<file path="src/hdl/clns_pkg.sv">
// ---------------------------------------------------------------------------
// clns_pkg
// Types, constants and start-up tables for the character LCD nibble
// write sequencer.
// ---------------------------------------------------------------------------
package clns_pkg;

  // Timing defaults, in microseconds
  localparam int PULSE_US_DEF    = 10;
  localparam int BYTE_GAP_US_DEF = 100;

  // Segment counter
  localparam int          CNT_W     = 24;
  localparam logic [23:0] COUNT_MAX = 24'hFF_FFFF;

  // Timer rate register
  localparam int         TPU_W     = 8;
  localparam logic [7:0] TPU_RESET = 8'd3;

  // Start-up list
  localparam int          IDX_W         = 4;
  localparam logic [3:0]  INIT_LEN      = 4'd9;
  localparam int          INIT_WAIT_W   = 14;
  localparam int          INIT_WAIT_MAX = 10000;

  // Configuration port
  localparam int         CFG_AW  = 3;
  localparam int         CFG_DW  = 32;
  localparam logic [0:0] REG_TPU = 1'b0;

  // Item operation codes
  typedef enum logic [1:0] {
    OP_TICK  = 2'd0,
    OP_WRITE = 2'd1,
    OP_INIT  = 2'd2,
    OP_NONE  = 2'd3
  } op_t;

  // Sequencer phase: E low / high / low per nibble, then the gap
  typedef enum logic [2:0] {
    PH_IDLE     = 3'd0,
    PH_HI_SETUP = 3'd1,
    PH_HI_PULSE = 3'd2,
    PH_HI_HOLD  = 3'd3,
    PH_LO_SETUP = 3'd4,
    PH_LO_PULSE = 3'd5,
    PH_LO_HOLD  = 3'd6,
    PH_GAP      = 3'd7
  } phase_t;

  // Input beat
  typedef struct packed {
    logic [1:0] op;
    logic       reg_select;
    logic [7:0] byte_value;
  } in_beat_t;

  // Result beat
  typedef struct packed {
    logic       enable_pin;
    logic       rs_pin;
    logic [3:0] data_pins;
    logic       busy_res;
    logic       rejected;
  } out_beat_t;

  // Start-up command bytes
  function automatic logic [7:0] init_byte(input logic [3:0] idx);
    logic [7:0] b;
    unique case (idx)
      4'd0, 4'd1, 4'd2: b = 8'h03;
      4'd3, 4'd4:       b = 8'h02;
      4'd5:             b = 8'h08;
      4'd6:             b = 8'h0F;
      4'd7:             b = 8'h01;
      4'd8:             b = 8'h06;
      default:          b = 8'h00;
    endcase
    return b;
  endfunction

  // Extra wait after each start-up command, in microseconds
  function automatic logic [13:0] init_wait_us(input logic [3:0] idx);
    logic [13:0] w;
    unique case (idx)
      4'd0, 4'd2, 4'd8:             w = 14'd10000;
      4'd1:                         w = 14'd200;
      4'd3, 4'd4, 4'd5, 4'd6, 4'd7: w = 14'd100;
      default:                      w = 14'd0;
    endcase
    return w;
  endfunction

endpackage

</file>
<file path="src/hdl/char_lcd_nibble_write_sequencer.sv">
// ---------------------------------------------------------------------------
// char_lcd_nibble_write_sequencer
// Drives a character LCD over a 4-bit bus. Timer-tick beats advance the
// E pulse sequence; write and init beats start a byte or the start-up list.
// ---------------------------------------------------------------------------
//  channel | direction | handshake                 | payload
//  --------+-----------+---------------------------+-------------------------
//  in_     | in        | in_valid / in_ready       | in_beat_t (op, rs, byte)
//  out_    | out       | out_valid / out_ready     | out_beat_t (pins, flags)
//  cfg     | in        | APB psel/penable, pready=1 | ticks_per_us at 0x0
//
//  The phase, countdown and one segment-length multiply sit combinationally
//  between the accepted beat and the result register.
//  A new beat is taken each cycle while the result register is empty or
//  being drained; out_ready low holds the result and stalls the input.
//  rst_n is synchronous and active low; no clearing pass is needed.
// ---------------------------------------------------------------------------
module char_lcd_nibble_write_sequencer #(
  parameter int PULSE_US    = clns_pkg::PULSE_US_DEF,
  parameter int BYTE_GAP_US = clns_pkg::BYTE_GAP_US_DEF
) (
  input  logic                       clk,
  input  logic                       rst_n,
  input  logic                       in_valid,
  output logic                       in_ready,
  input  clns_pkg::in_beat_t         in_data,
  output logic                       out_valid,
  input  logic                       out_ready,
  output clns_pkg::out_beat_t        out_data,
  input  logic                       psel,
  input  logic                       penable,
  input  logic                       pwrite,
  input  logic [clns_pkg::CFG_AW-1:0] paddr,
  input  logic [clns_pkg::CFG_DW-1:0] pwdata,
  output logic [clns_pkg::CFG_DW-1:0] prdata,
  output logic                       pready
);
  import clns_pkg::*;

  // Widths of the microsecond value and the tick product
  localparam int GAP_MAX = BYTE_GAP_US + INIT_WAIT_MAX;
  localparam int US_MAX  = (GAP_MAX > PULSE_US) ? GAP_MAX : PULSE_US;
  localparam int US_W    = $clog2(US_MAX + 1);
  localparam int PROD_W  = (US_W + TPU_W > CNT_W) ? US_W + TPU_W : CNT_W + 1;

  // Sequencer state
  phase_t             phase_r, phase_nxt;
  logic [CNT_W-1:0]   wait_r, wait_nxt;
  logic [7:0]         byte_r, byte_nxt;
  logic               rs_r, rs_nxt;
  logic [IDX_W-1:0]   idx_r, idx_nxt;
  logic               init_r, init_nxt;
  logic               en_r, en_nxt;
  logic [3:0]         nib_r, nib_nxt;
  logic               rej;

  logic [TPU_W-1:0]   tpu_r;
  logic               out_valid_r;
  out_beat_t          out_r, out_nxt;

  logic               in_fire;
  logic               busy;
  logic [IDX_W-1:0]   idx_inc;
  logic [US_W-1:0]    us_sel;
  logic [PROD_W-1:0]  prod;
  logic [CNT_W-1:0]   ticks;

  // Handshake
  assign in_fire   = in_valid && in_ready;
  assign in_ready  = !out_valid_r || out_ready;
  assign out_valid = out_valid_r;
  assign out_data  = out_r;
  assign busy      = (phase_r != PH_IDLE);
  assign idx_inc   = idx_r + IDX_W'(1);

  // Configuration port
  assign pready = 1'b1;
  always_comb begin
    prdata = '0;
    if (paddr[CFG_AW-1:2] == REG_TPU) begin
      prdata = CFG_DW'(tpu_r);
    end
  end

  always_ff @(posedge clk) begin
    if (!rst_n) begin
      tpu_r <= TPU_RESET;
    end else if (psel && penable && pwrite && pready
                 && paddr[CFG_AW-1:2] == REG_TPU) begin
      tpu_r <= pwdata[TPU_W-1:0];
    end
  end

  // Segment length: the gap after the low nibble, a pulse segment otherwise
  always_comb begin
    us_sel = US_W'(PULSE_US);
    if (phase_r == PH_LO_HOLD) begin
      us_sel = US_W'(BYTE_GAP_US);
      if (init_r && idx_r < INIT_LEN) begin
        us_sel = US_W'(BYTE_GAP_US) + US_W'(init_wait_us(idx_r));
      end
    end
  end

  assign prod  = PROD_W'(us_sel) * PROD_W'(tpu_r);
  assign ticks = (prod > PROD_W'(COUNT_MAX)) ? COUNT_MAX : prod[CNT_W-1:0];

  // Next state
  always_comb begin
    phase_nxt = phase_r;
    wait_nxt  = wait_r;
    byte_nxt  = byte_r;
    rs_nxt    = rs_r;
    idx_nxt   = idx_r;
    init_nxt  = init_r;
    en_nxt    = en_r;
    nib_nxt   = nib_r;
    rej       = 1'b0;
    unique case (op_t'(in_data.op))
      OP_TICK: begin
        if (busy) begin
          if (wait_r <= CNT_W'(1)) begin
            unique case (phase_r)
              PH_HI_SETUP, PH_LO_SETUP: begin
                en_nxt    = 1'b1;
                phase_nxt = (phase_r == PH_HI_SETUP) ? PH_HI_PULSE : PH_LO_PULSE;
                wait_nxt  = ticks;
              end
              PH_HI_PULSE, PH_LO_PULSE: begin
                en_nxt    = 1'b0;
                phase_nxt = (phase_r == PH_HI_PULSE) ? PH_HI_HOLD : PH_LO_HOLD;
                wait_nxt  = ticks;
              end
              PH_HI_HOLD: begin
                nib_nxt   = byte_r[3:0];
                en_nxt    = 1'b0;
                phase_nxt = PH_LO_SETUP;
                wait_nxt  = ticks;
              end
              PH_LO_HOLD: begin
                en_nxt    = 1'b0;
                phase_nxt = PH_GAP;
                wait_nxt  = ticks;
              end
              PH_GAP, PH_IDLE: begin
                // end of a byte: next start-up command or back to idle
                if (init_r && idx_inc < INIT_LEN) begin
                  idx_nxt   = idx_inc;
                  byte_nxt  = init_byte(idx_inc);
                  rs_nxt    = 1'b0;
                  nib_nxt   = byte_nxt[7:4];
                  en_nxt    = 1'b0;
                  phase_nxt = PH_HI_SETUP;
                  wait_nxt  = ticks;
                end else begin
                  if (init_r) begin
                    idx_nxt  = idx_inc;
                    init_nxt = 1'b0;
                  end
                  phase_nxt = PH_IDLE;
                  wait_nxt  = '0;
                  en_nxt    = 1'b0;
                end
              end
            endcase
          end else begin
            wait_nxt = wait_r - CNT_W'(1);
          end
        end
      end
      OP_WRITE, OP_INIT: begin
        if (busy) begin
          rej = 1'b1;
        end else begin
          idx_nxt   = '0;
          init_nxt  = (in_data.op == OP_INIT);
          byte_nxt  = (in_data.op == OP_INIT) ? init_byte('0) : in_data.byte_value;
          rs_nxt    = (in_data.op == OP_INIT) ? 1'b0 : in_data.reg_select;
          nib_nxt   = byte_nxt[7:4];
          en_nxt    = 1'b0;
          phase_nxt = PH_HI_SETUP;
          wait_nxt  = ticks;
        end
      end
      OP_NONE: begin
        // reserved code: no effect
      end
    endcase
  end

  // Result beat from the updated state
  always_comb begin
    out_nxt.enable_pin = en_nxt;
    out_nxt.rs_pin     = rs_nxt;
    out_nxt.data_pins  = nib_nxt;
    out_nxt.busy_res   = (phase_nxt != PH_IDLE);
    out_nxt.rejected   = rej;
  end

  // State and result registers
  always_ff @(posedge clk) begin
    if (!rst_n) begin
      phase_r     <= PH_IDLE;
      wait_r      <= '0;
      byte_r      <= '0;
      rs_r        <= 1'b0;
      idx_r       <= '0;
      init_r      <= 1'b0;
      en_r        <= 1'b0;
      nib_r       <= '0;
      out_valid_r <= 1'b0;
    end else begin
      if (in_fire) begin
        phase_r     <= phase_nxt;
        wait_r      <= wait_nxt;
        byte_r      <= byte_nxt;
        rs_r        <= rs_nxt;
        idx_r       <= idx_nxt;
        init_r      <= init_nxt;
        en_r        <= en_nxt;
        nib_r       <= nib_nxt;
        out_valid_r <= 1'b1;
      end else if (out_ready) begin
        out_valid_r <= 1'b0;
      end
    end
  end

  always_ff @(posedge clk) begin
    if (in_fire) begin
      out_r <= out_nxt;
    end
  end

endmodule

</file>
<file path="config.mk">
export PLATFORM = sky130hd
export DESIGN_NAME = char_lcd_nibble_write_sequencer
export DESIGN_NICKNAME = d
export VERILOG_FILES = /design/src/hdl/clns_pkg.sv /design/src/hdl/char_lcd_nibble_write_sequencer.sv
export SDC_FILE = /design/constraint.sdc
export NUM_CORES = 1
export LEC_CHECK = 0
export ABC_AREA = 1
export BUFFER_PORTS_ARGS = -buffer_cell sky130_fd_sc_hd__buf_2
export CAP_MARGIN = 0
export CORE_MARGIN = 8
export CORE_UTILIZATION = 30
export CTS_BUF_LIST = sky130_fd_sc_hd__clkbuf_2 sky130_fd_sc_hd__clkbuf_4 sky130_fd_sc_hd__clkbuf_8
export DETAILED_ROUTE_END_ITERATION = 16
export PLACE_DENSITY_LB_ADDON = 0.1
export SLEW_MARGIN = 10
export SYNTH_ARGS = -nofsm -noshare
export SYNTH_HDL_FRONTEND = slang
export SYNTH_SLANG_ARGS = --single-unit
export TNS_END_PERCENT = 20
</file>
<file path="constraint.sdc">
create_clock -name clk -period 5.9 [get_ports clk]
set_clock_uncertainty 0.2 [all_clocks]
set_input_delay 1.18 -clock clk [delete_from_list [all_inputs] [get_ports clk]]
set_output_delay 1.18 -clock clk [all_outputs]
set_load 0.05 [all_outputs]
</file>
==> flow_summary.toml <==
[outcome]
status = "finished, final reports clean"

[drt]
avgRoutedWirePerCell_um = 14.8
drt-initial-drc-count = 228
wl_mm = 21.0
drtAntennaViolNets = 0
drc = 0
routed-via-count = 6397
routed_via_density = 4.50
drt_first_pass_iters = 4

[pwr]
power_mw = 1.61
power.density_mw_per_mm2 = 197
ir_drop_uv = 98.1
leakage_nw = 4.26

[placement]
place_hpwl_mm = 17.0
gp_congestion = 0.806
port_buffers = 44

[logic_synthesis]
synth_seq_cells = 63
yosysWarnings = 0
syn_area_mm2 = 0.00728
async_flop_share = 0
ys.flop_type = "dfxtp_1"
syn_inst = 1028
seq_area_frac_synth = 0.184
synthDistinctLibCells = 51
syn_avg_cell_area_um2 = 7.08
synth_edf_count = 8

[worst_hold_path]
hold_class = "flip-flop to flip-flop"
hold_path.startpoint = "byte_r[1]"
hold_depth = 2
hold-path-endpoint = "byte_r[1]"

[floorplan]
start_util = 0.303
row_count = 57
ios = 96
core_mm2 = 0.0240
die_area_mm2 = 0.0295
die_w_um = 172
die_height_um = 172

[cts]
tritoncts = "built"
cts.sinks = 63
cts.repair.resized = 0
clk_latency_ns = 0.37
post_cts_buffers = 0
cts_hold_buf = 0
cts_root_buf = "clkbuf_8"
cts_buffers = 9
cts.clk_slew.worst_paths_ns = 0.08
max-clock-path-buffers = 2
h-tree-depth = 3

[layout]
nets = 1265
area_growth_pct = 12.5
final_cell_mix = "172 x inv_1, 166 x nor2_1, 154 x nand2_1"
final_common_cell = "inv_1"
num_antenna_cells = 0
final.fill_count = 2662
drive_above_1_share = 0.140

[setup_path]
reg2reg_from = "phase_r[0]"
crit_chain = "inv_1 > ha_1 > nand2_1 > inv_1 > o21ai_2 > inv_1 > a21oi_2 > or2_2 > fa_1 > fa_1 > inv_1 > fa_1 > inv_1 > fa_1 > inv_1 > ha_1 > a21oi_1 > o21ai_0 > a21oi_1 > nand2_1 > or2_2 > nand3_1 > a21oi_1"
rr_worst_depth = 23
cp-end-kind = "flip-flop"
worstPathArrival_ns = 5.52
crit_buf_inv = 6
critical_path.startpoint_type = "flip-flop"
critPathTopFamily = "adder cells"
r2r_slack_ns = 0.39
cp_max_fo = 5
cp_slowest_cell = "fa_1"
crit_type = "flip-flop to flip-flop"
worst_path_most_repeated_cell = "inv_1"
crit_required_ns = 5.91
timing.rr.end = "wait_r[13]"
worst_path_largest_cell_delay_ns = 0.53

[global_route]
antenna_found_initial = 0
grt_pass1_vias = 6575
grt_use_total = 0.146
grt_pass1_wl_mm = 34.1
grt_max_degree = 32
overflow = 0

[run]
cap_violations = 0

[timing]
period_minus_slack_ns = 5.51
fin_crit_sh = 0.934
tightest_slew_ns = 0.732
max_freq_mhz = 181
setup-tns-final_ns = 0
slew_headroom = 0.512
maxSlewViolCount = 0
timing.final.hold_violations = 0
setup_viol = 0
==> metal layers <==
| metal | part of all wire | wire length (um) | vias to the layer above | global-route usage |
|---|---|---|---|---|
| met5 | 0 | 0 | - | 0 |
| met4 | 0.011 | 228 | 0 | 0.0319 |
| li1 | - | - | 3309 | - |
| met3 | 0.022 | 455 | 14 | 0.0174 |
| met2 | 0.46 | 9570 | 83 | 0.245 |
| met1 | 0.51 | 10700 | 2991 | 0.198 |
==> Yosys cell counts, types with 2 or more instances <==
cell type,instances,area [um^2]
inv_1,173,649
nand3_2,2,20.0
nor4_1,3,18.8
nand2_1,154,578
a22oi_1,2,15.0
edfxtp_1,8,240
a21o_1,2,15.0
o21ai_0,46,230
nor2_8,2,40.0
a21oi_2,3,26.3
o21ai_1,9,45.0
nor2_2,6,37.5
xor2_1,16,140
nand2_4,3,33.8
buf_2,5,25.0
fa_1,59,1180
ha_1,61,763
o211ai_1,5,37.5
a31oi_1,4,25.0
clkbuf_1,16,60.1
nor2_1,166,623
nand2_2,9,56.3
nand4_1,13,81.3
buf_4,25,188
nor2_4,5,56.3
nand3_1,45,225
xnor2_1,7,61.3
o21bai_1,3,22.5
nor3_1,18,90.1
or2_2,8,50.1
inv_2,12,45.0
o21ai_2,4,35.0
conb_1,2,7.51
nand3b_1,3,22.5
o22ai_1,3,18.8
dfxtp_1,55,1100
a21oi_1,57,285
==> kinds of logic after synthesis <==
family,after synthesis,share of synthesized area
simple gates,442,0.272
buf+inv,232,0.133
compound gates,146,0.114
fa+ha+maj,120,0.267
flops,63,0.184
xor+xnor,23,0.0277
other cells,2,0.00103
==> state kept, by name, indices dropped and copies added (netlist names), named ones only <==
signal and flops:
nib_r 4, idx_r 4, phase_r 3, out_valid 1, rs_r 1, en_r 1, wait_r 24, byte_r 4
out_data 8, tpu_r 8, init_r 1
==> tightest hold or removal path: cells and delay by family (launching register included) <==
family,cells,cell delay [ns]
compound gates,1,0.06
flops,1,0.34
simple gates,1,0.07
==> report_power, final <==
group	internal, mW	switching (mW)
combinational	0.201	0.463
clock	0.224	0.198
sequential	0.484	0.0432
==> per-stage QoR <==
stage	util	instance area (um^2)	setup WS, ns	hold WS (ns)	instances
floorplan	-	7360	0.610	0.255	1051
global placement	0.331	7960	0.228	0.288	1405
detailed placement	0.331	7960	0.229	0.296	1405
CTS	0.340	8170	0.204	0.315	1421
global route	0.341	8190	-0.00211	0.354	1421
finish	0.341	8190	0.389	0.301	1421
==> worst max-delay path by stage <==
| stage | start | endpoint | cells after the start |
|---|---|---|---|
| after floorplan | idx_r[1] | wait_r[17] | 25 |
| after global placement | flip-flop | wait_r[17] | 24 |
| after detailed placement | flip-flop | wait_r[17] | 24 |
| after CTS | flip-flop | wait_r[17] | 24 |
| after global routing | idx_r[0] | wait_r[18] | 26 |
| final | phase_r[0] | wait_r[13] | 23 |
==> area by class of cell <==
class	count	area [um^2]	area share
clock inverters	4	53.8	0.00657
inverters	186	698	0.0853
repair buffers	76	460	0.0562
flip-flops and latches	63	1340	0.164
well taps	324	405	0.0495
multi-input cells	756	5070	0.619
clock buffers	12	159	0.0194
(Power assumes the default switching activity.)
